`src/hdl/hspd_pkg.sv`:
```
// Shared types and constants for the humidity sensor pulse decoder.
// No dependencies; every other file of the block imports this package.
package hspd_pkg;

    localparam int DATA_BITS = 40;
    localparam int FRAME_LEN = 2 + 2 * DATA_BITS;
    localparam int IDX_W = 7;
    localparam int US_W = 16;
    localparam int CFG_IDX_W = 2;

    localparam logic [IDX_W-1:0] HANDSHAKE_LEN = IDX_W'(2);
    localparam logic [IDX_W-1:0] LAST_IDX = IDX_W'(FRAME_LEN - 1);

    localparam logic [US_W-1:0] READY_MAX_RESET = US_W'(100);
    localparam logic [US_W-1:0] BIT_START_MAX_RESET = US_W'(75);
    localparam logic [US_W-1:0] BIT_MAX_RESET = US_W'(100);
    localparam logic [US_W-1:0] ONE_THRESHOLD_RESET = US_W'(40);

    typedef enum logic [CFG_IDX_W-1:0] {
        REG_READY_MAX     = 2'd0,
        REG_BIT_START_MAX = 2'd1,
        REG_BIT_MAX       = 2'd2,
        REG_ONE_THRESHOLD = 2'd3
    } reg_index_t;

    typedef enum logic [1:0] {
        OP_START    = 2'd0,
        OP_INTERVAL = 2'd1,
        OP_TIMEOUT  = 2'd2,
        OP_UNUSED   = 2'd3
    } op_t;

    typedef enum logic [1:0] {
        ST_COMPLETE    = 2'd0,
        ST_NO_RESPONSE = 2'd1,
        ST_OVERRUN     = 2'd2
    } status_t;

    typedef struct packed {
        logic [US_W-1:0] ready_max;
        logic [US_W-1:0] bit_start_max;
        logic [US_W-1:0] bit_max;
        logic [US_W-1:0] one_threshold;
    } cfg_t;

    typedef struct packed {
        status_t          status;
        logic [IDX_W-1:0] transition_index;
        logic [US_W-1:0]  overrun_us;
        logic [US_W-1:0]  humidity_tenths;
        logic [US_W-1:0]  temperature_tenths;
        logic             sum_ok;
    } result_t;

endpackage

```
`src/hdl/humidity_sensor_pulse_decoder.sv`:
```
// Top level of the humidity sensor pulse decoder.
// Depends on hspd_pkg, hspd_cfg_regs, hspd_decoder and hspd_out_reg.
//
// Usage: each input request carries an operation (start, interval, timeout) and an
// interval in microseconds, moved on the in_valid/in_ready handshake. A start request
// opens a frame; the following intervals are checked against the configured limits
// and the data bits are shifted in. A frame ends with one result request on the
// out_valid/out_ready handshake: complete, no response, or interval over its limit.
// Requests that end nothing give no result.
// An accepted request is loaded into the input register; the decode logic then loads
// its result into the result register behind out_valid, once that register is free.
// One request is accepted every cycle while the receiver does not stall, the rate being
// set by the combinational compare-and-shift path between the two registers.
// When the receiver stalls, the result register holds its request and the input
// register fills; in_ready then falls until out_ready returns. Reset restores
// the default limits and leaves no frame open. The limits are to be written through
// cfg_we, cfg_index and cfg_wdata only while no frame is being processed; not enforced.
module humidity_sensor_pulse_decoder (
    input  logic                                clk,
    input  logic                                rst_n,
    input  logic                                cfg_we,
    input  logic [hspd_pkg::CFG_IDX_W-1:0]      cfg_index,
    input  logic [hspd_pkg::US_W-1:0]           cfg_wdata,
    input  logic                                in_valid,
    output logic                                in_ready,
    input  logic [1:0]                          operation,
    input  logic [hspd_pkg::US_W-1:0]           interval_us,
    output logic                                out_valid,
    input  logic                                out_ready,
    output logic [1:0]                          status,
    output logic [hspd_pkg::IDX_W-1:0]          transition_index,
    output logic [hspd_pkg::US_W-1:0]           overrun_us,
    output logic [hspd_pkg::US_W-1:0]           humidity_tenths,
    output logic [hspd_pkg::US_W-1:0]           temperature_tenths,
    output logic                                sum_ok
);
    import hspd_pkg::*;

    cfg_t    cfg;
    logic    advance;
    logic    res_valid;
    result_t res;
    result_t out_res;

    hspd_cfg_regs u_cfg_regs (
        .clk       (clk),
        .rst_n     (rst_n),
        .cfg_we    (cfg_we),
        .cfg_index (cfg_index),
        .cfg_wdata (cfg_wdata),
        .cfg       (cfg)
    );

    hspd_decoder u_decoder (
        .clk            (clk),
        .rst_n          (rst_n),
        .cfg            (cfg),
        .in_valid       (in_valid),
        .in_ready       (in_ready),
        .in_operation   (operation),
        .in_interval_us (interval_us),
        .advance        (advance),
        .res_valid      (res_valid),
        .res            (res)
    );

    hspd_out_reg u_out_reg (
        .clk       (clk),
        .rst_n     (rst_n),
        .res_valid (res_valid),
        .res       (res),
        .advance   (advance),
        .out_valid (out_valid),
        .out_ready (out_ready),
        .out_res   (out_res)
    );

    assign status = out_res.status;
    assign transition_index = out_res.transition_index;
    assign overrun_us = out_res.overrun_us;
    assign humidity_tenths = out_res.humidity_tenths;
    assign temperature_tenths = out_res.temperature_tenths;
    assign sum_ok = out_res.sum_ok;

endmodule

```
`src/hdl/hspd_cfg_regs.sv`:
```
// Configuration register bank of the pulse decoder limits.
// Depends on hspd_pkg for the register indexes and the cfg_t bundle.
module hspd_cfg_regs (
    input  logic                                clk,
    input  logic                                rst_n,
    input  logic                                cfg_we,
    input  logic [hspd_pkg::CFG_IDX_W-1:0]      cfg_index,
    input  logic [hspd_pkg::US_W-1:0]           cfg_wdata,
    output hspd_pkg::cfg_t                      cfg
);
    import hspd_pkg::*;

    cfg_t cfg_reg;
    cfg_t cfg_next;

    always_comb
    begin
        cfg_next = cfg_reg;
        if (cfg_we)
        begin
            case (reg_index_t'(cfg_index))
                REG_READY_MAX:     cfg_next.ready_max = cfg_wdata;
                REG_BIT_START_MAX: cfg_next.bit_start_max = cfg_wdata;
                REG_BIT_MAX:       cfg_next.bit_max = cfg_wdata;
                REG_ONE_THRESHOLD: cfg_next.one_threshold = cfg_wdata;
                default:           cfg_next = cfg_reg;
            endcase
        end
    end

    always_ff @(posedge clk or negedge rst_n)
    begin
        if (!rst_n)
        begin
            cfg_reg.ready_max <= READY_MAX_RESET;
            cfg_reg.bit_start_max <= BIT_START_MAX_RESET;
            cfg_reg.bit_max <= BIT_MAX_RESET;
            cfg_reg.one_threshold <= ONE_THRESHOLD_RESET;
        end
        else
        begin
            cfg_reg <= cfg_next;
        end
    end

    assign cfg = cfg_reg;

endmodule

```
`src/hdl/hspd_decoder.sv`:
```
// Input register and frame state of the pulse decoder; forms the result of each request that ends a frame.
// Depends on hspd_pkg for the operation codes, limits bundle and result type.
module hspd_decoder (
    input  logic                         clk,
    input  logic                         rst_n,
    input  hspd_pkg::cfg_t               cfg,
    input  logic                         in_valid,
    output logic                         in_ready,
    input  logic [1:0]                   in_operation,
    input  logic [hspd_pkg::US_W-1:0]    in_interval_us,
    input  logic                         advance,
    output logic                         res_valid,
    output hspd_pkg::result_t            res
);
    import hspd_pkg::*;

    logic                 s1_valid_reg;
    logic                 s1_valid_next;
    op_t                  op_reg;
    logic [US_W-1:0]      interval_reg;

    logic                 active_reg;
    logic                 active_next;
    logic [IDX_W-1:0]     count_reg;
    logic [IDX_W-1:0]     count_next;
    logic [DATA_BITS-1:0] bits_reg;
    logic [DATA_BITS-1:0] bits_next;

    logic                 process;
    logic                 in_accept;
    logic [US_W-1:0]      limit;
    logic                 value_slot;
    logic [DATA_BITS-1:0] shifted_bits;
    logic [7:0]           byte_sum;

    assign in_ready = !s1_valid_reg || advance;
    assign in_accept = in_valid && in_ready;
    assign process = s1_valid_reg && advance;
    assign s1_valid_next = in_accept || (s1_valid_reg && !advance);

    always_ff @(posedge clk or negedge rst_n)
    begin
        if (!rst_n)
        begin
            s1_valid_reg <= 1'b0;
            active_reg <= 1'b0;
            count_reg <= '0;
            bits_reg <= '0;
        end
        else
        begin
            s1_valid_reg <= s1_valid_next;
            active_reg <= active_next;
            count_reg <= count_next;
            bits_reg <= bits_next;
        end
    end

    always_ff @(posedge clk)
    begin
        if (in_accept)
        begin
            op_reg <= op_t'(in_operation);
            interval_reg <= in_interval_us;
        end
    end

    always_comb
    begin
        value_slot = 1'b0;
        if (count_reg < HANDSHAKE_LEN)
        begin
            limit = cfg.ready_max;
        end
        else if (!count_reg[0])
        begin
            limit = cfg.bit_start_max;
        end
        else
        begin
            limit = cfg.bit_max;
            value_slot = 1'b1;
        end
    end

    assign shifted_bits = {bits_reg[DATA_BITS-2:0], interval_reg > cfg.one_threshold};
    assign byte_sum = shifted_bits[39:32] + shifted_bits[31:24]
                    + shifted_bits[23:16] + shifted_bits[15:8];

    always_comb
    begin
        active_next = active_reg;
        count_next = count_reg;
        bits_next = bits_reg;
        res_valid = 1'b0;
        res.status = ST_NO_RESPONSE;
        res.transition_index = count_reg;
        res.overrun_us = '0;
        res.humidity_tenths = '0;
        res.temperature_tenths = '0;
        res.sum_ok = 1'b0;
        if (process)
        begin
            case (op_reg)
                OP_START:
                begin
                    active_next = 1'b1;
                    count_next = '0;
                    bits_next = '0;
                end
                OP_INTERVAL:
                begin
                    if (active_reg)
                    begin
                        if (interval_reg == '0)
                        begin
                            active_next = 1'b0;
                            res_valid = 1'b1;
                        end
                        else if (interval_reg > limit)
                        begin
                            active_next = 1'b0;
                            res_valid = 1'b1;
                            res.status = ST_OVERRUN;
                            res.overrun_us = interval_reg - limit;
                        end
                        else
                        begin
                            if (value_slot)
                            begin
                                bits_next = shifted_bits;
                            end
                            count_next = count_reg + 1'b1;
                            if (count_reg >= LAST_IDX)
                            begin
                                active_next = 1'b0;
                                res_valid = 1'b1;
                                res.status = ST_COMPLETE;
                                res.humidity_tenths = bits_next[39:24];
                                res.temperature_tenths = bits_next[23:8];
                                res.sum_ok = (byte_sum == bits_next[7:0]);
                            end
                        end
                    end
                end
                OP_TIMEOUT:
                begin
                    if (active_reg)
                    begin
                        active_next = 1'b0;
                        res_valid = 1'b1;
                    end
                end
                default:
                begin
                    active_next = active_reg;
                end
            endcase
        end
    end

endmodule

```
`src/hdl/hspd_out_reg.sv`:
```
// Result register of the pulse decoder, holding one result until it is taken.
// Depends on hspd_pkg for the result type.
module hspd_out_reg (
    input  logic                 clk,
    input  logic                 rst_n,
    input  logic                 res_valid,
    input  hspd_pkg::result_t    res,
    output logic                 advance,
    output logic                 out_valid,
    input  logic                 out_ready,
    output hspd_pkg::result_t    out_res
);
    import hspd_pkg::*;

    logic    valid_reg;
    result_t res_reg;

    assign advance = !valid_reg || out_ready;

    always_ff @(posedge clk or negedge rst_n)
    begin
        if (!rst_n)
        begin
            valid_reg <= 1'b0;
        end
        else if (advance)
        begin
            valid_reg <= res_valid;
        end
    end

    always_ff @(posedge clk)
    begin
        if (advance && res_valid)
        begin
            res_reg <= res;
        end
    end

    assign out_valid = valid_reg;
    assign out_res = res_reg;

endmodule
```
`config.mk`:
```
export PLATFORM = sky130hd
export DESIGN_NAME = humidity_sensor_pulse_decoder
export DESIGN_NICKNAME = d
export VERILOG_FILES = /design/src/hdl/hspd_pkg.sv /design/src/hdl/humidity_sensor_pulse_decoder.sv /design/src/hdl/hspd_cfg_regs.sv /design/src/hdl/hspd_decoder.sv /design/src/hdl/hspd_out_reg.sv
export SDC_FILE = /design/constraint.sdc
export NUM_CORES = 1
export LEC_CHECK = 0
export ABC_AREA = 1
export BUFFER_PORTS_ARGS = -buffer_cell sky130_fd_sc_hd__buf_2
export CORE_UTILIZATION = 45
export CTS_CLUSTER_SIZE = 8
export DETAILED_ROUTE_END_ITERATION = 7
export HOLD_SLACK_MARGIN = 0.1
export PLACE_DENSITY_LB_ADDON = 0.3
export SLEW_MARGIN = 30
export SYNTH_ARGS = -nofsm -noshare
export SYNTH_HDL_FRONTEND = slang
export SYNTH_SLANG_ARGS = --single-unit
```
`constraint.sdc`:
```
create_clock -name clk -period 5.9 [get_ports clk]
set_input_delay 0.295 -clock clk [delete_from_list [all_inputs] [get_ports clk]]
set_output_delay 0.295 -clock clk [all_outputs]
set_load 0.05 [all_outputs]
```
==> results by group <==
Outcome
  – Status: finished, final reports clean

Floorplan
  – Die W: 150 um
  – Die height: 150 um
  – Core ar.: about 21,000 um2
  – Rows: 53
  – Io pins: 101
  – Initial core utilization: 46.6%
  – Die Footprint: 22,600 um2

Worst setup path
  – Slowest-stage cell, CP: clkinv_2
  – Crit path buf inv count: 5
  – Critical-path maximum fanout: 44
  – Startpoint Class: register
  – Crit path max-delay family: buffers and inverters
  – CP dominant cell by count: nand2_1
  – CP arrival: 4.50 ns
  – Crit path capture type: register
  – Slowest Stage Delay on Critical Path: 0.59 ns
  – Worst Path Required: 6.09 ns
  – Path type of the worst setup path: reg2reg
  – Worst-path cell chain: buf_4, clkinv_1, nor2_1, o21ai_0, o21ai_0, ha_1, nand2_1, nand2_1, nand2_1, a21oi_1, nor2_1, nand2_2, nand2_4, nand2_1, inv_1, nand3b_1, nand2_1, clkinv_2, buf_4

Global route
  – Vias in the first global route: 7,088
  – Congestion Overflow GR: 0
  – Antenna violations before repair: 0
  – First-pass GRT wire length: 37,100 um
  – Largest net degree at the start of global routing: 76
  – Total Routing Usage GR: 21.4%

Logic synthesis
  – Seq/Total Area, Yosys: approximately half
  – Syn_area_per_cell: 9.19 um2
  – Unique masters post-synth: 45
  – FFs w/ async S/R, synth: 60.0%
  – Post-synth EDFFs: 76
  – Synth Net Count: 1,180
  – Mapped Area: around 10000 um2
  – Syn. warnings: 0
  – Top FF cell, synth: dfrtp_1
  – Mapped Cells: 1,079
  – Post-synthesis register bit count: 190

Power and ir drop
  – Psw: between 1 and 1.5 mW
  – Maximum vdd drop: 0.000148 V
  – LEAKAGE: around 5.1 nW
  – Sw frac: 36.2%
  – Flop pwr share: 41.9%
  – Internal power: between 2 and 2.5 mW
  – Combinational Power Share: 27.7%
  – Pwr dens: 334 nW/um2
  – Clock power frac: just over 30%

Timing
  – Slew HR: 45.2%
  – Setup TNS: 0 ns
  – Final min period: 4.31 ns
  – RSZ-0062 raised after global routing: false
  – Final setup viols: 0
  – Worst slew pin tran: 0.821 ns
  – Final count of pins violating max slew: 0
  – Tcrit/Tclk final: around 73%
  – Fin. Hold Viols: 0
  – Fin Clk Skew: 0.0151 ns
  – FMAX: 0.232 GHz

Clock network
  – Cts bufs inserted: 17
  – H-tree depth: 4
  – CTS tree: yes
  – Reg clk slew, reported paths: 0.08 ns
  – Root buffer cell: clkbuf_16
  – Clk sink count: 190
  – CTS Hold Buffers Added: 20
  – Maximum clock path buffer count: 2
  – Worst skew pair latency: 0.45 ns
  – Post-CTS setup buffers: 0
  – Cts repair resizes: 0

Detailed routing
  – DR pass1 iterations: 5
  – DRC Markers: 0
  – WL/cell: ~15 um
  – Vias per cell: 5.19
  – Vias: 7,610
  – Initial DRC Count: 698
  – Final wirelength: about 22,000 um
  – Final antenna-violating net count: 0

Place
  – GP Congestion: 0.882
  – Placed cell count: 1,414
  – Port buffer count: 100
  – Dpl hpwl: about 16,000 um

Job
  – Max Cap Viol: 0

Final layout
  – Core Util, Final: a little over half
  – Area growth from synthesis to final layout: 15.0%
  – Fraction of layout cells with a size suffix above 1: 16.5%
  – Fin nets: 1,279
  – Diode count: 0
  – Max reg flops: between 60 and 70
  – Final Non-Filler Cells: around 1,500

Min path
  – Worst hold path class: in2reg
path summary, 6_finish.rpt:
path	start	cells after the start	slack (ns)	endpoint
hold / removal	cfg_wdata[3]	3	0.12	u_cfg_regs.cfg[3]$_DFFE_PN1P_
setup / recovery	u_decoder.count_reg[0]$_DFFE_PN0P_	19	1.59	u_out_reg.out_res[9]$_SDFFCE_PP0P_
setup reg to reg	u_decoder.count_reg[0]$_DFFE_PN0P_	19	1.59	u_out_reg.out_res[9]$_SDFFCE_PP0P_
min in group asynchronous	rst_n	2	0.35	u_cfg_regs.cfg[15]$_DFFE_PN0P_
max in group asynchronous	rst_n	3	4.47	u_decoder.bits_reg[35]$_DFFE_PN0P_
hold reg to reg	u_cfg_regs.cfg[57]$_DFFE_PN0P_	2	0.49	u_cfg_regs.cfg[57]$_DFFE_PN0P_
logic make-up (layout without fill, tap and decap cells):
logic type / after synthesis / count (layout) / share of synthesized area [%]
AO/OA/AOI/OAI: 223 / 223 / 13.3
XOR/XNOR: 8 / 8 / 0.707
adder cells (fa/ha/maj): 60 / 60 / 8.71
buffers and inverters: 147 / 259 / 6.20
flip-flops: 190 / 190 / 51.9
AND/OR/NAND/NOR: 451 / 451 / 19.2
placed cells by master (no fill, tap or decap), types with 3 or more instances in the layout:
cell type and count:
ha_1 45, nand3_2 6, or2_2 5, dfstp_2 12
nor2_1 109, dfrtp_1 102, buf_2 99, clkinv_8 4
nand2_2 8, nand4_1 9, nand3_1 39, inv_2 3
a21o_1 4, fa_1 15, a21oi_1 49, inv_1 95
nand2_1 257, xor2_1 7, o31ai_1 25, o31ai_2 13
inv_8 4, nand3b_1 5, a31oi_1 4, edfxtp_1 76
o21bai_1 4, o21ai_0 117, buf_4 6, dlygate4sd3_1 20
clkbuf_16 17, inv_6 4
metrics by stage:
step	instance area, um2	total power [mW]	setup slack [ns]	hold WS (ns)
floorplan	9910	2.40	1.76	-0.000591
global placement	10600	2.64	1.42	0.308
detailed placement	10600	2.65	1.24	0.303
CTS	11400	3.81	1.20	0.122
global route	11400	4.03	1.18	0.140
finish	11400	3.80	1.59	0.125
per-layer routing:
layer | global-route usage (%) | vias to the layer above | wire [um]
li1 | - | 3803 | -
met5 | 0 | - | 0
met4 | 8.03 | 0 | 483
met1 | 33.7 | 3540 | 11700
met2 | 28.7 | 234 | 8970
met3 | 3.82 | 33 | 1340
cells in the mapped netlist (all sizes together) (5+ instances only):
master / n / area, um2
a21oi: 51 / 263
ha: 45 / 563
buf: 20 / 135
o21ai: 119 / 596
or2: 5 / 31.3
dfstp: 12 / 315
fa: 15 / 300
nand3b: 5 / 37.5
nand4: 10 / 68.8
clkbuf: 26 / 97.6
xor2: 7 / 61.3
inv: 100 / 378
nor2: 113 / 444
nand3: 45 / 240
dfrtp: 102 / 2550
nand2: 268 / 1050
edfxtp: 76 / 2280
o31ai: 38 / 350
final cells by class:
type	count	area, um2
inverters	101	383
multi-input cells	742	4180
clock buffers	17	425
clock inverters	15	168
well taps	275	344
repair buffers	126	752
fillers	1914	9890
flip-flops and latches	190	5150
worst min-delay path: stages:
cell     delay [ns]
buf_2          0.09
inv_1          0.08
o21ai_0        0.09
power by group through the flow:
stage | sequential (mW) | combinational (mW) | clock, mW
global route | 1.60 | 1.19 | 1.23
floorplan | 1.67 | 0.727 | 0
CTS | 1.59 | 1.05 | 1.17
finish | 1.59 | 1.05 | 1.16
detailed placement | 1.62 | 1.03 | 0
global placement | 1.61 | 1.02 | 0
No activity file was read; power rests on OpenSTA's default activity.
